==> src/rtl/dta_div.sv <==
// Iterative restoring divider, one quotient bit per cycle.
// No dependencies; used by the top level to average the history row.
module dta_div #(
  parameter int unsigned DVD_W = 19,
  parameter int unsigned DVS_W = 3
) (
  input  logic             clk_i,
  input  logic             rst_ni,
  input  logic             start_i,
  input  logic [DVD_W-1:0] dividend_i,
  input  logic [DVS_W-1:0] divisor_i,
  output logic             done_o,
  output logic [DVD_W-1:0] quotient_o
);

  localparam int unsigned CNT_W = $clog2(DVD_W);

  logic             run_q, done_q;
  logic [CNT_W-1:0] cnt_q;
  logic [DVD_W-1:0] quo_q, quo_d;
  logic [DVS_W-1:0] rem_q, rem_d, dvs_q;
  logic [DVS_W:0]   trial;
  logic             fits;

  always_comb begin
    trial = {rem_q, quo_q[DVD_W-1]};
    fits  = (trial >= {1'b0, dvs_q});
    rem_d = fits ? DVS_W'(trial - {1'b0, dvs_q}) : trial[DVS_W-1:0];
    quo_d = {quo_q[DVD_W-2:0], fits};
  end

  always_ff @(posedge clk_i or negedge rst_ni) begin
    if (!rst_ni) begin
      run_q  <= 1'b0;
      done_q <= 1'b0;
      cnt_q  <= '0;
    end else begin
      done_q <= 1'b0;
      if (start_i) begin
        run_q <= 1'b1;
        cnt_q <= '0;
      end else if (run_q) begin
        cnt_q <= cnt_q + CNT_W'(1);
        if (cnt_q == CNT_W'(DVD_W - 1)) begin
          run_q  <= 1'b0;
          done_q <= 1'b1;
        end
      end
    end
  end

  always_ff @(posedge clk_i) begin
    if (start_i) begin
      quo_q <= dividend_i;
      rem_q <= '0;
      dvs_q <= divisor_i;
    end else if (run_q) begin
      quo_q <= quo_d;
      rem_q <= rem_d;
    end
  end

  assign done_o     = done_q;
  assign quotient_o = quo_q;

endmodule

==> config.mk <==
export PLATFORM = sky130hd
export DESIGN_NAME = dta_div
export DESIGN_NICKNAME = d
export VERILOG_FILES = /design/src/rtl/dta_div.sv
export SDC_FILE = /design/constraint.sdc
export NUM_CORES = 1
export LEC_CHECK = 0
export BUFFER_PORTS_ARGS = -buffer_cell sky130_fd_sc_hd__buf_2
export CORE_MARGIN = 1.5
export CORE_UTILIZATION = 40
export CTS_CLUSTER_DIAMETER = 50
export DETAILED_ROUTE_END_ITERATION = 16
export PLACE_DENSITY = 0.73
export SYNTH_ARGS = -nofsm -noshare
export SYNTH_HDL_FRONTEND = slang
export SYNTH_SLANG_ARGS = --single-unit
==> constraint.sdc <==
create_clock -name clk_i -period 2.4 [get_ports clk_i]
set_input_delay 0.48 -clock clk_i [delete_from_list [all_inputs] [get_ports clk_i]]
set_output_delay 0.48 -clock clk_i [all_outputs]
set_load 0.01 [all_outputs]
# Word-level counts from Yosys, hierarchy flattened
# Index checks and enable logic that the tools add are counted.
dict set report word_totals {
  regBits 32
  input_bits 25
  output_inout_bits 20
  elab_cells 22
}
dict set report classes {
  addsub 2
  n_lt_le_gt_ge 1
  n_eq_ne 1
  muxes 11
  n_reduce_logical 1
}
# cell n
set ops {}
lappend ops {{$mux 19} 2}
lappend ops {{$mux 5} 2}
lappend ops {{$mux 1} 6}
lappend ops {{$add 5x1->5 const B} 1}
lappend ops {{$eq 5x5->1 const B} 1}
lappend ops {{$ge 4x3->1} 1}
lappend ops {{$mux 3} 1}
lappend ops {{$sub 3x3->3} 1}
lappend ops {{$reduce_bool 2->1} 1}

# Longest topological paths before layout
dict set report logic_depth {
  word_depth 4
  mapped_depth 6
  ltp_nobuf 6
}

# Worst setup path after synthesis
# Ideal clock, no wire load.
dict set report synth_timing {
  path_type {reg-to-reg}
  startpoint {register quo_q[18] (netlist: quotient_o[18])}
  endpoint {register rem_q[2]}
  setup_ns 0.091
  arrival_time_ns 1.591
  required_ns 2.309
  slack_ns 0.718
  stages_incl_launch_ff 7
  path_buffers 0
  period_less_slack_ns 1.682
  path_cell_list {edfxtp_1 -> inv_1 -> ha_1 -> fa_1 -> and2b_1 -> o31ai_1 -> a311oi_1}
}
dict set report synth_between {
  elab_chain_cells 2
  elab_cells_between_ends 3
  classes_between {add/sub: 1; order compare: 1; mux: 1}
}
# element line_no
set synth_rtl {}
lappend synth_rtl {{from (decl)} 20} ;# logic [DVD_W-1:0] quo_q, quo_d;
lappend synth_rtl {{from (signal assigned)} 54} ;# quo_q <= dividend_i;
lappend synth_rtl {{from (signal assigned)} 58} ;# quo_q <= quo_d;
lappend synth_rtl {{$ge 4x3->1 or $sub 3x3->3 (tied branches)} {27, 28}}
lappend synth_rtl {{$mux 3 *} 28} ;# rem_d = fits ? DVS_W'(trial - {1'b0, dvs_q}) : trial[DVS_W-1:0];
lappend synth_rtl {{to (signal assigned)} 59} ;# rem_q <= rem_d;
lappend synth_rtl {{to (decl)} 21} ;# logic [DVS_W-1:0] rem_q, rem_d, dvs_q;
# Every way passes the cells marked *; elsewhere a longest branch is shown, timed or not.
# A chain may end at the register's enable or synchronous reset.

# Worst setup path in the final report
# Same ends and word-level chain as after synthesis.

==> impl_metrics.tcl <==
set metrics [dict create \
    cts.htree.levels 2 \
    latest_clock_arrival_within_the_worst_skew_pair_ns 0.28 \
    num_antenna_cells 0 \
    avgRoutedWirePerCell_um 13.3 \
    grt_start_max_net_pins 21 \
    drv_cap 0 \
    placement.setup.worst_slack_ns 0.627 \
    hold_worst_slack_ns 0.0224 \
    drive_gt1_share_pct 46.2 \
    tightestPinTransition_ns 0.485 \
    postSynthNetCount 139 \
    cts_buffer_depth 2 \
    post_cts_hold_fix_bufs 0 \
    total_switching_power_uw 392 \
    post-synth-top-area-fraction_pct 44.1 \
    syn_to_final_growth_pct 23.8 \
    postSynth.asyncResetShare_pct 21.9 \
    layout.nets 188 \
    synth_cells 108 \
    combinationalPowerShare_pct 23.0 \
    p_sw_share_pct 27.2 \
    synth_seq_area_share_pct 59.8 \
    drt-initial-drc-count 24 \
    placeableCoreArea_sq_um 3630 \
    cell_types_occupying_the_most_area_after_synthesis "sky130_fd_sc_hd__edfxtp_1 (44%), sky130_fd_sc_hd__mux2_2 (14%), sky130_fd_sc_hd__dfrtp_1 (12%), sky130_fd_sc_hd__ha_1 (4.2%), sky130_fd_sc_hd__dfxtp_1 (4.0%)" \
    yosysTopAreaCell "sky130_fd_sc_hd__edfxtp_1" \
    pwr-share-seq_pct 49.9 \
    finClkSkew_ns 0.00376 \
    cts_tree "built" \
    die_outline_area_sq_um 4120 \
    worstHoldPathType "in2async" \
    drtPass1Iterations 4 \
    tritoncts_num_sinks 32 \
    powerDensity_nw_per_um2 776 \
    drc 0 \
    clockPowerShare_pct 27.0 \
    via_count 1009 \
    grt_antenna_before_repair 0 \
    initial_core_util_pct 41.2 \
    ctsRootBufferMaster "sky130_fd_sc_hd__clkbuf_8" \
    run_status "finished clean" \
    postRouteWirelength_um 2730 \
    setup_viol_count_final 0 \
    power.internal_uw 1050 \
    grt.total_usage_pct 14.6 \
    critical_path_peak_fanout 4 \
    die_h_um 64.2 \
    leakagePower_uw 0.000827 \
    postSynthRegisterBits 32 \
    crit_path_end_kind "flip-flop" \
    portBuffers 44 \
    avgSynthCellArea_sq_um 13.9 \
    die_width_um 64.2 \
    vias_per_cell 4.90 \
    timing.final.crit_period_ns 1.78 \
    first_global_vias 998 \
    required_ns 2.58 \
    final_antenna_net_count 0 \
    area_of_the_mapped_netlist_sq_um 1500 \
    crit_path_start_kind "flip-flop" \
    crit_type "reg2reg" \
    synthMostInstantiatedCell "sky130_fd_sc_hd__edfxtp_1" \
    unrepaired_setup_endpoints_after_global_routing "false" \
    critPathArrivalTime_ns 1.96 \
    worst_slew_margin_rel_pct 67.7 \
    std_cell_rows 22 \
    place.gp.congestion 0.810 \
    fin_tns_setup_ns 0 \
    post_synth_num_cell_types 32 \
    synthTopCellsByCount "sky130_fd_sc_hd__edfxtp_1 (22), sky130_fd_sc_hd__mux2_2 (19), sky130_fd_sc_hd__nor2_1 (9), sky130_fd_sc_hd__dfrtp_1 (7), sky130_fd_sc_hd__inv_1 (7)" \
    pin_count 45 \
    cts_buffers 5 \
    global_route_wire_length_before_repair_um 4580 \
    hpwlAfterDp_um 2040 \
    cts_repair_resize_count 0 \
    synth_ff_type "sky130_fd_sc_hd__edfxtp_1" \
    cts_setup_buffers 0 \
    power.ir.vdd_worst_mv 0.540 \
    yosys_warnings 0 \
    synth-edff-count 22 \
    overflow 0 \
    worst_slack_ns 0.618 \
    min_period_over_period_pct 74.2 \
    clk_pin_slew_ns 0.06 \
    hold_viol_final 0 \
    final-max-slew-violation-count 0 \
    max_freq_mhz 561 \
]
[worst max-delay path, stage by stage, from the launching register on]
cell	delay (ns)
sky130_fd_sc_hd__edfxtp_1	0.36
sky130_fd_sc_hd__inv_1	0.05
sky130_fd_sc_hd__ha_1	0.20
sky130_fd_sc_hd__fa_1	0.42
sky130_fd_sc_hd__and2b_1	0.26
sky130_fd_sc_hd__o31ai_1	0.09
sky130_fd_sc_hd__a311oi_1	0.30
[sequential cells by signal, summed over array words and instances (netlist names)]
name / count
quotient_o: 19
cnt_q: 5
dvs_q: 3
rem_q: 3
done_o: 1
run_q: 1
[power by group through the flow]
stage | sequential [uW] | clock [uW] | combinational (uW)
3_3_place_gp | 727 | 0 | 319
2_1_floorplan | 743 | 0 | 204
5_1_grt | 728 | 427 | 367
4_1_cts | 720 | 403 | 332
3_5_place_dp | 731 | 0 | 330
6_report | 718 | 389 | 331
[layout by cell type, fill, tap and decap left out, types with 2 or more instances in the layout]
cell,netlist,routed
sky130_fd_sc_hd__nand2_1,3,3
sky130_fd_sc_hd__nor2_1,9,9
sky130_fd_sc_hd__buf_4,0,2
sky130_fd_sc_hd__o31ai_1,2,2
sky130_fd_sc_hd__dfxtp_1,3,3
sky130_fd_sc_hd__buf_2,4,44
sky130_fd_sc_hd__clkbuf_1,0,2
sky130_fd_sc_hd__edfxtp_1,22,22
sky130_fd_sc_hd__ha_1,5,5
sky130_fd_sc_hd__and2b_1,2,2
sky130_fd_sc_hd__clkbuf_8,0,5
sky130_fd_sc_hd__xor2_1,3,3
sky130_fd_sc_hd__nand4_1,2,2
sky130_fd_sc_hd__xnor2_1,2,2
sky130_fd_sc_hd__inv_1,7,7
sky130_fd_sc_hd__mux2_2,19,19
sky130_fd_sc_hd__dfrtp_1,7,7
[routing by layer]
layer	part of all wire, %	vias to the layer above	GRT usage, %	routed length [um]
met5	0	-	0	0
met4	1.3	0	3.99	36
met3	6.8	5	6.34	186
met2	48	36	24.3	1310
met1	44	478	17.3	1200
li1	-	490	-	-
[layout make-up]
cell class / instances / area (sq um)
Fill cell: 330 / 1780
Sequential cell: 32 / 896
Multi-Input combinational cell: 65 / 556
Timing Repair Buffer: 46 / 235
Clock buffer: 7 / 76.3
Tap cell: 48 / 60.1
Inverter: 7 / 26.3
Clock inverter: 1 / 5.00
[cell families after synthesis]
logic type / share of synthesized area [%]
compound gates: 5.18
xor+xnor: 2.92
fa+ha+maj: 5.51
buf+inv: 3.09
flops: 59.8
mux: 15.0
simple gates: 8.52
[metrics by stage]
stage	cells	area, sq um	util, %	power (uW)
2_1_floorplan	108	1500	-	947
3_5_place_dp	198	1770	48.8	1060
3_3_place_gp	198	1770	48.8	1050
4_1_cts	206	1850	51.0	1450
6_report	206	1850	51.0	1440
5_1_grt	206	1850	51.0	1520
[worst paths after layout]
| path | from | to | slack, ns | cells past startpoint |
|---|---|---|---|---|
| min in group clk_i | divisor_i[1] | dvs_q[1]$_DFFE_PP_ | 0.38 | 1 |
| worst min-delay path | rst_ni | cnt_q[2]$_DFFE_PN0P_ | 0.02 | 1 |
| worst max register to register | quotient_o[18]$_DFFE_PP_ | rem_q[2]$_SDFFE_PP0P_ | 0.62 | 6 |
| max in group asynchronous | rst_ni | run_q$_DFF_PN0_ | 2.22 | 1 |
| worst min register to register | rem_q[2]$_SDFFE_PP0P_ | rem_q[2]$_SDFFE_PP0P_ | 0.53 | 2 |
| worst max-delay path | quotient_o[18]$_DFFE_PP_ | rem_q[2]$_SDFFE_PP0P_ | 0.62 | 6 |
(Power assumes the default switching activity.)
